===== src/rtl/tts_pkg.sv =====
package tts_pkg;

  // Field widths
  localparam int unsigned CoordW = 8;
  localparam int unsigned FracW  = 13;   // 1.12 fraction, 0..0x1000
  localparam int unsigned StateW = 12;
  localparam int unsigned OutW   = 11;

  // Screen and fraction constants
  localparam logic [CoordW-1:0] Y_MAX     = 8'd191;
  localparam logic [FracW-1:0]  FRAC_ONE  = 13'h1000;
  localparam logic [FracW-1:0]  FRAC_HALF = 13'h0800;

  // Target slopes (signed 1.12 gains)
  localparam logic signed [12:0] K_ONE_RIGHT = -13'sd256;
  localparam logic signed [12:0] K_TWO_RIGHT = -13'sd608;
  localparam logic signed [12:0] K_ONE_LEFT  = 13'sd608;
  localparam logic signed [12:0] K_TWO_LEFT  = 13'sd256;
  localparam logic signed [12:0] K_DEPTH_LO  = 13'sd32;
  localparam logic signed [12:0] K_DEPTH_HI  = 13'sd1280;
  localparam logic signed [12:0] K_DECAY     = 13'sd3584;

  // Reciprocal of 3, exact for 16-bit dividends
  localparam logic [16:0] RECIP_3 = 17'd43691;

  // One classified request between front and back
  typedef struct packed {
    logic                      touch;
    logic signed [StateW-1:0]  tgt_one;
    logic signed [StateW-1:0]  tgt_two;
    logic signed [StateW-1:0]  tgt_depth;
  } target_t;

  // Queue status seen by the back end
  typedef struct packed {
    logic    avail;
    target_t head;
  } queue_out_t;

  // Round (p * k + 0x800) >> 12 with a flooring shift
  function automatic logic signed [StateW-1:0] mul_round(
    input logic signed [13:0] p,
    input logic signed [12:0] k
  );
    logic signed [26:0] prod;
    prod = 27'(p) * 27'(k) + 27'sd2048;
    return prod[23:12];
  endfunction

endpackage


===== src/rtl/tts_front.sv =====
module tts_front (
  input  logic                    clk_i,
  input  logic                    rst_ni,
  input  logic                    in_valid_i,
  output logic                    in_ready_o,
  input  logic                    touch_i,
  input  logic [7:0]              x_i,
  input  logic [7:0]              y_i,
  output logic                    push_o,
  output tts_pkg::target_t        push_data_o,
  input  logic                    full_i
);
  import tts_pkg::*;

  logic              s1_valid_q, s1_valid_d;
  logic              s1_touch_q;
  logic [FracW-1:0]  qx_q, qx_d;
  logic [FracW-1:0]  ry_q, ry_d;
  logic              load;

  logic [11:0]       x_sh;
  logic [FracW-1:0]  x_sum;
  logic [7:0]        y_sat;
  logic [13:0]       y_sh;
  logic [30:0]       y_prod;

  logic              right;
  logic [FracW-1:0]  span;
  logic [FracW-1:0]  wy;
  logic signed [12:0] k_one, k_two;

  // Scale X: 4096x/255 = 16x + floor(16x/255)
  always_comb begin
    x_sh  = {x_i, 4'b0000};
    x_sum = 13'(x_sh) + 13'(x_sh >> 8) + 13'd1;
    qx_d  = 13'(x_sh) + 13'(x_sum[12:8]);
  end

  // Scale Y: clamp, then 4096y/192 = floor(64y/3) by reciprocal
  always_comb begin
    y_sat  = (y_i > Y_MAX) ? Y_MAX : y_i;
    y_sh   = {y_sat, 6'b000000};
    y_prod = 31'(y_sh) * 31'(RECIP_3);
    ry_d   = y_prod[29:17];
  end

  // Advance the scale stage when the queue can take its request
  assign in_ready_o = !s1_valid_q || !full_i;
  assign load       = in_valid_i && in_ready_o;
  assign push_o     = s1_valid_q && !full_i;

  always_comb begin
    s1_valid_d = s1_valid_q;
    if (load) begin
      s1_valid_d = 1'b1;
    end else if (push_o) begin
      s1_valid_d = 1'b0;
    end
  end

  always_ff @(posedge clk_i or negedge rst_ni) begin
    if (!rst_ni) begin
      s1_valid_q <= 1'b0;
    end else begin
      s1_valid_q <= s1_valid_d;
    end
  end

  always_ff @(posedge clk_i) begin
    if (load) begin
      s1_touch_q <= touch_i;
      qx_q       <= qx_d;
      ry_q       <= ry_d;
    end
  end

  // Classify side of center and form the three targets
  always_comb begin
    right = qx_q > FRAC_HALF;
    if (right) begin
      span  = 13'(qx_q - FRAC_HALF) << 1;
      k_one = K_ONE_RIGHT;
      k_two = K_TWO_RIGHT;
    end else begin
      span  = 13'(FRAC_HALF - qx_q) << 1;
      k_one = K_ONE_LEFT;
      k_two = K_TWO_LEFT;
    end
    wy = FRAC_ONE - ry_q;
    push_data_o.touch     = s1_touch_q;
    push_data_o.tgt_one   = mul_round(signed'({1'b0, span}), k_one);
    push_data_o.tgt_two   = mul_round(signed'({1'b0, span}), k_two);
    push_data_o.tgt_depth = mul_round(signed'({1'b0, ry_q}), K_DEPTH_LO)
                          + mul_round(signed'({1'b0, wy}), K_DEPTH_HI);
  end

endmodule


===== src/rtl/tts_queue.sv =====
module tts_queue (
  input  logic                  clk_i,
  input  logic                  rst_ni,
  input  logic                  push_i,
  input  tts_pkg::target_t      push_data_i,
  output logic                  full_o,
  input  logic                  pop_i,
  output tts_pkg::queue_out_t   q_o
);
  import tts_pkg::*;

  target_t    mem_q [2];
  logic       wr_ptr_q, rd_ptr_q;
  logic [1:0] count_q, count_d;

  assign full_o     = count_q == 2'd2;
  assign q_o.avail  = count_q != 2'd0;
  assign q_o.head   = mem_q[rd_ptr_q];

  // Write the request at the tail
  always_ff @(posedge clk_i) begin
    if (push_i) begin
      mem_q[wr_ptr_q] <= push_data_i;
    end
  end

  // Track fill level
  always_comb begin
    count_d = count_q;
    case ({push_i, pop_i})
      2'b10:   count_d = count_q + 2'd1;
      2'b01:   count_d = count_q - 2'd1;
      default: count_d = count_q;
    endcase
  end

  always_ff @(posedge clk_i or negedge rst_ni) begin
    if (!rst_ni) begin
      wr_ptr_q <= 1'b0;
      rd_ptr_q <= 1'b0;
      count_q  <= 2'd0;
    end else begin
      if (push_i) begin
        wr_ptr_q <= !wr_ptr_q;
      end
      if (pop_i) begin
        rd_ptr_q <= !rd_ptr_q;
      end
      count_q <= count_d;
    end
  end

  a_no_overfill: assert property (@(posedge clk_i) disable iff (!rst_ni)
    count_q <= 2'd2)
    else $error("queue fill level out of range");

  a_no_underflow: assert property (@(posedge clk_i) disable iff (!rst_ni)
    pop_i |-> count_q != 2'd0)
    else $error("queue popped while empty");

endmodule


===== src/rtl/tts_back.sv =====
module tts_back (
  input  logic                  clk_i,
  input  logic                  rst_ni,
  input  tts_pkg::queue_out_t   q_i,
  output logic                  pop_o,
  output logic                  out_valid_o,
  input  logic                  out_ready_i,
  output logic signed [10:0]    tilt_first_o,
  output logic [10:0]           depth_first_o,
  output logic signed [10:0]    tilt_second_o,
  output logic [10:0]           depth_second_o
);
  import tts_pkg::*;

  logic                     out_valid_q, out_valid_d;
  logic signed [StateW-1:0] tilt_one_q, tilt_one_d;
  logic signed [StateW-1:0] depth_one_q, depth_one_d;
  logic signed [StateW-1:0] tilt_two_q, tilt_two_d;
  logic signed [StateW-1:0] depth_two_q, depth_two_d;

  // Move a quarter of the way toward the target, flooring
  function automatic logic signed [StateW-1:0] approach(
    input logic signed [StateW-1:0] v,
    input logic signed [StateW-1:0] t
  );
    logic signed [StateW:0] diff;
    diff = 13'(t) - 13'(v);
    return v + 12'(diff >>> 2);
  endfunction

  // Take the next request once the output slot is free or being drained
  assign pop_o = q_i.avail && (!out_valid_q || out_ready_i);

  always_comb begin
    out_valid_d = out_valid_q;
    if (pop_o) begin
      out_valid_d = 1'b1;
    end else if (out_ready_i) begin
      out_valid_d = 1'b0;
    end
  end

  // Update all four values: approach on touch, decay otherwise
  always_comb begin
    tilt_one_d  = tilt_one_q;
    depth_one_d = depth_one_q;
    tilt_two_d  = tilt_two_q;
    depth_two_d = depth_two_q;
    if (pop_o) begin
      if (q_i.head.touch) begin
        tilt_one_d  = approach(tilt_one_q,  q_i.head.tgt_one);
        tilt_two_d  = approach(tilt_two_q,  q_i.head.tgt_two);
        depth_one_d = approach(depth_one_q, q_i.head.tgt_depth);
        depth_two_d = approach(depth_two_q, q_i.head.tgt_depth);
      end else begin
        tilt_one_d  = mul_round(14'(tilt_one_q),  K_DECAY);
        tilt_two_d  = mul_round(14'(tilt_two_q),  K_DECAY);
        depth_one_d = mul_round(14'(depth_one_q), K_DECAY);
        depth_two_d = mul_round(14'(depth_two_q), K_DECAY);
      end
    end
  end

  always_ff @(posedge clk_i or negedge rst_ni) begin
    if (!rst_ni) begin
      out_valid_q <= 1'b0;
      tilt_one_q  <= '0;
      depth_one_q <= '0;
      tilt_two_q  <= '0;
      depth_two_q <= '0;
    end else begin
      out_valid_q <= out_valid_d;
      tilt_one_q  <= tilt_one_d;
      depth_one_q <= depth_one_d;
      tilt_two_q  <= tilt_two_d;
      depth_two_q <= depth_two_d;
    end
  end

  // The state registers double as the output register
  assign out_valid_o    = out_valid_q;
  assign tilt_first_o   = tilt_one_q[OutW-1:0];
  assign depth_first_o  = depth_one_q[OutW-1:0];
  assign tilt_second_o  = tilt_two_q[OutW-1:0];
  assign depth_second_o = depth_two_q[OutW-1:0];

  a_hold_when_stalled: assert property (@(posedge clk_i) disable iff (!rst_ni)
    out_valid_q && !out_ready_i |=> $stable(tilt_one_q) && $stable(depth_one_q)
      && $stable(tilt_two_q) && $stable(depth_two_q))
    else $error("result changed while stalled");

  a_depth_range: assert property (@(posedge clk_i) disable iff (!rst_ni)
    depth_one_q >= 12'sd0 && depth_one_q <= 12'sd1280
      && depth_two_q >= 12'sd0 && depth_two_q <= 12'sd1280)
    else $error("depth left its range");

endmodule


===== src/rtl/touch_tilt_smoother.sv =====
// Channel  Dir  Signals                              Contents (low bit up)
// s_axis   in   tvalid, tready, tdata[15:0], tuser   tdata: touch_x, touch_y; tuser: touch_valid
// m_axis   out  tvalid, tready, tdata[47:0]          tdata: tilt_first, depth_first,
//                                                    tilt_second, depth_second, zero fill
//
// One request per cycle sustained while m_axis is ready; a result is offered once its request
// has passed the scale stage, two-entry target queue and state update in the output register.
// The four state values update together, so the state loop sets the one-per-cycle rate.
// rst_ni clears the state values to zero and empties the pipeline at once.
// A stalled output holds its result; the queue keeps the input side taking requests
// until both queue entries and the scale stage are occupied.
module touch_tilt_smoother (
  input  logic        clk_i,
  input  logic        rst_ni,
  input  logic        s_axis_tvalid_i,
  output logic        s_axis_tready_o,
  input  logic [15:0] s_axis_tdata_i,   // [7:0] touch_x, [15:8] touch_y
  input  logic        s_axis_tuser_i,   // [0] touch_valid
  output logic        m_axis_tvalid_o,
  input  logic        m_axis_tready_i,
  output logic [47:0] m_axis_tdata_o    // [10:0] tilt_first, [21:11] depth_first,
                                        // [32:22] tilt_second, [43:33] depth_second
);
  import tts_pkg::*;

  logic              push;
  target_t           push_data;
  logic              full;
  logic              pop;
  queue_out_t        q_out;
  logic signed [10:0] tilt_first, tilt_second;
  logic [10:0]       depth_first, depth_second;

  tts_front u_front (
    .clk_i       (clk_i),
    .rst_ni      (rst_ni),
    .in_valid_i  (s_axis_tvalid_i),
    .in_ready_o  (s_axis_tready_o),
    .touch_i     (s_axis_tuser_i),
    .x_i         (s_axis_tdata_i[7:0]),
    .y_i         (s_axis_tdata_i[15:8]),
    .push_o      (push),
    .push_data_o (push_data),
    .full_i      (full)
  );

  tts_queue u_queue (
    .clk_i       (clk_i),
    .rst_ni      (rst_ni),
    .push_i      (push),
    .push_data_i (push_data),
    .full_o      (full),
    .pop_i       (pop),
    .q_o         (q_out)
  );

  tts_back u_back (
    .clk_i          (clk_i),
    .rst_ni         (rst_ni),
    .q_i            (q_out),
    .pop_o          (pop),
    .out_valid_o    (m_axis_tvalid_o),
    .out_ready_i    (m_axis_tready_i),
    .tilt_first_o   (tilt_first),
    .depth_first_o  (depth_first),
    .tilt_second_o  (tilt_second),
    .depth_second_o (depth_second)
  );

  // Pack the result, zero fill to whole bytes
  assign m_axis_tdata_o = {4'b0000, depth_second, tilt_second, depth_first, tilt_first};

endmodule


===== config.mk =====
export PLATFORM = sky130hd
export DESIGN_NAME = touch_tilt_smoother
export DESIGN_NICKNAME = d
export VERILOG_FILES = /design/src/rtl/tts_pkg.sv /design/src/rtl/tts_front.sv /design/src/rtl/tts_queue.sv /design/src/rtl/tts_back.sv /design/src/rtl/touch_tilt_smoother.sv
export SDC_FILE = /design/constraint.sdc
export NUM_CORES = 1
export LEC_CHECK = 0
export ABC_AREA = 1
export ABC_CLOCK_PERIOD_IN_PS = 8400
export BUFFER_PORTS_ARGS = -buffer_cell sky130_fd_sc_hd__buf_2
export CAP_MARGIN = 10
export CORE_ASPECT_RATIO = 0.8
export CORE_MARGIN = 4
export CORE_UTILIZATION = 55
export DETAILED_ROUTE_END_ITERATION = 6
export PLACE_DENSITY = 0.79
export SKIP_LAST_GASP = 1
export SLEW_MARGIN = 10
export SYNTH_ARGS = -nofsm -noshare
export SYNTH_HDL_FRONTEND = slang
export SYNTH_SLANG_ARGS = --single-unit
export TNS_END_PERCENT = 20

===== constraint.sdc =====
create_clock -name clk_i -period 8.4 [get_ports clk_i]
set_input_delay 1.68 -clock clk_i [delete_from_list [all_inputs] [get_ports clk_i]]
set_output_delay 1.68 -clock clk_i [all_outputs]
set_load 0.005 [all_outputs]

==> run metrics <==
post-route setup TNS 0 ns; most common cell after layout, fill and taps aside nand2_1; status completed; period utilisation layout between 80 and 90%; mapped cell area 24300 sq um; vias per inst 5.30; diode count 0; Max FO, Critical Path 32; port buffer count 66; WP data arrival 7.71 ns; Synth Flop Type edfxtp_1; crit end category register; total CTS buffers 17; Area Growth Syn to Fin 4.96%; first-pass GRT wire length ~93000 um; post-CTS sizing 0; Relative slew margins 29.6%; worst-margin pin slew approximately 1.1 ns; Gate Count Post-Synth 3331; RePlAce Congestion 0.926; Max Cap Viol 0; Largest stage delay, worst path approximately 0.68 ns; Fin. Hold Viols 0; Synth Register Bits 155; number of fillers in the final layout roughly 3900; hold_buf cts 0; CTS tree yes; Tightest Hold Check Type register to register; final wirelength between 50000 and 60000 um; Mean Syn Cell Area roughly 7.3 sq um; Post-synth EDFFs 101; RSZ-0062 raised after global routing false; non-filler instance count after layout 3918; cell count after placement ~3900; first-iteration detailed-routing DRC count around 1600; Post-route DRC 0; Detail Placement HPWL around 44000 um; critical setup path kind register to register; via count 20800; clk root buf clkbuf_16; CP required between 8 and 9 ns; Avg WL per Cell 14.0 um; share of cells above drive strength 1 a little under 5%; Routed Antenna Nets 0; warnings from Yosys 0; Post-synth ARST share 34.8%; Starting Density 56.0%; register area share after synthesis 18.0%; die height 196 um; Yosys cell types between 50 and 60; final setup fails 0; Period minus WS final 7.55 ns; largest net degree at the start of global routing 77; Rows 68; I/O Pins between 70 and 80; Achievable Freq 133 MHz; Clk Latency, worst-skew pair approximately 0.46 ns; commonest cells after routing, fill and taps aside nand2_1 (750), inv_1 (697), ha_1 (389); CTS Buffer Depth 2; Max Transition Viols Final 0; post-CTS setup buffers 0; most frequent CP cell inv_1; Final Skew around 0.024 ns; Core Area 43400 sq um; Chip Width 243 um; Clk pin slew, worst setup/hold paths about 0.07 ns; clock sink total 155; Pre-antenna DRT Iters 7; final net count 3894; Congestion Overflow GR 0; initial antenna violation count 0; die area 47600 sq um; vias in the first global route 19600; slowest CP cell inv_1; H-tree levels 4; Critical Path Start Type register; Total Routing Usage GR approximately a quarter
==> registers in the layout, summed over array words and instances, names as in the netlist <==
name,flops
u_back.tilt_two_q,12
u_queue.mem_q,74
u_back.depth_two_q,12
u_queue.rd_ptr_q,1
u_back.depth_one_q,12
u_front.ry_q,13
u_front.s1_valid_q,1
u_back.out_valid_o,1
u_back.tilt_one_q,12
u_front.s1_touch_q,1
u_front.qx_q,13
u_queue.wr_ptr_q,1
u_queue.count_q,2
==> synthesized netlist by cell type, types with 3 or more instances <==
master / n / area share [%]
a211oi_1: 3 / 0.093
a21o_1: 12 / 0.37
a21oi_1: 163 / 3.4
a21oi_2: 5 / 0.18
a22oi_1: 4 / 0.12
a31oi_1: 33 / 0.85
and2_1: 4 / 0.10
buf_1: 3 / 0.046
buf_2: 7 / 0.14
buf_4: 49 / 1.5
clkbuf_1: 23 / 0.36
dfrtp_1: 54 / 5.6
edfxtp_1: 101 / 12
fa_1: 139 / 11
ha_1: 389 / 20
inv_1: 697 / 11
inv_2: 6 / 0.093
nand2_1: 750 / 12
nand2_2: 6 / 0.15
nand3_1: 206 / 4.2
nand3_2: 4 / 0.16
nand3b_1: 14 / 0.43
nand4_1: 53 / 1.4
nor2_1: 226 / 3.5
nor2_2: 12 / 0.31
nor3_1: 36 / 0.74
nor4_1: 3 / 0.077
o2111ai_1: 3 / 0.11
o21ai_0: 96 / 2.0
o21ai_1: 9 / 0.19
o21bai_1: 19 / 0.59
o22ai_1: 4 / 0.10
o31ai_1: 5 / 0.15
or2_2: 15 / 0.39
xnor2_1: 47 / 1.7
xor2_1: 106 / 3.8
==> cells by family (layout without fill, tap and decap cells) <==
family / Yosys count / in the layout / share of synthesized area [%]
fa+ha+maj: 528 / 528 / 31.5
other cells: 1 / 5 / 0.0154
xor+xnor: 154 / 154 / 5.58
compound gates: 367 / 367 / 8.48
simple gates: 1341 / 1341 / 23.5
buf+inv: 785 / 808 / 12.9
flops: 155 / 155 / 18.0
==> critical path, delay by kind of cell (launching register included) <==
family | cells | cell delay, ns
AOI/OAI and AO/OA | 5 | 1.23
xor gates and xnor gates | 1 | 0.10
adders and majority gates | 8 | 3.33
buffers and inverters | 7 | 1.14
DFF | 1 | 0.44
and+or+nand+nor | 7 | 1.03
==> final cells by class <==
cell class	count	area (sq um)	share of cell area [%]
Timing Repair Buffer	73	383	1.50
Inverter	703	2640	10.3
Clock inverter	15	154	0.603
Multi-Input combinational cell	2395	16800	66.0
Clock buffer	17	425	1.67
Tap cell	560	701	2.75
Sequential cell	155	4380	17.2
==> path summary, 6_finish.rpt <==
check | cells after the start | startpoint | slack [ns] | to
setup reg to reg | 28 | u_front.qx_q[0] | 0.85 | u_queue.mem_q[1][35]
setup / recovery | 28 | u_front.qx_q[0] | 0.85 | u_queue.mem_q[1][35]
min in group asynchronous | 2 | rst_ni | 1.41 | u_back.depth_one_q[9]
max in group asynchronous | 2 | rst_ni | 6.44 | u_back.tilt_one_q[1]
hold reg to reg | 0 | u_front.s1_touch_q | 0.47 | u_queue.mem_q[1][36]
hold / removal | 0 | u_front.s1_touch_q | 0.47 | u_queue.mem_q[1][36]
==> stage by stage <==
stage               setup WS (ns)  area, sq um  utilization [%]  hold WS (ns)
floorplan                    2.06        24300                -         0.421
global placement             1.25        24900             57.5         0.432
detailed placement           1.02        24900             57.5         0.438
CTS                         0.912        25500             58.8         0.457
global route                0.273        25500             58.8         0.474
finish                      0.855        25500             58.8         0.470
==> routing by layer <==
| metal | vias to the layer above | track usage, % | part of all wire, % |
|---|---|---|---|
| met3 | 55 | 3.12 | 5.3 |
| li1 | 10600 | - | - |
| met4 | 0 | 4.06 | 1.2 |
| met1 | 9568 | 34.1 | 49 |
| met5 | - | 0 | 0 |
| met2 | 484 | 37.5 | 44 |
Power is not shown: default switching activity piles up to over one toggle a cycle in this logic, so the estimate is an artifact.
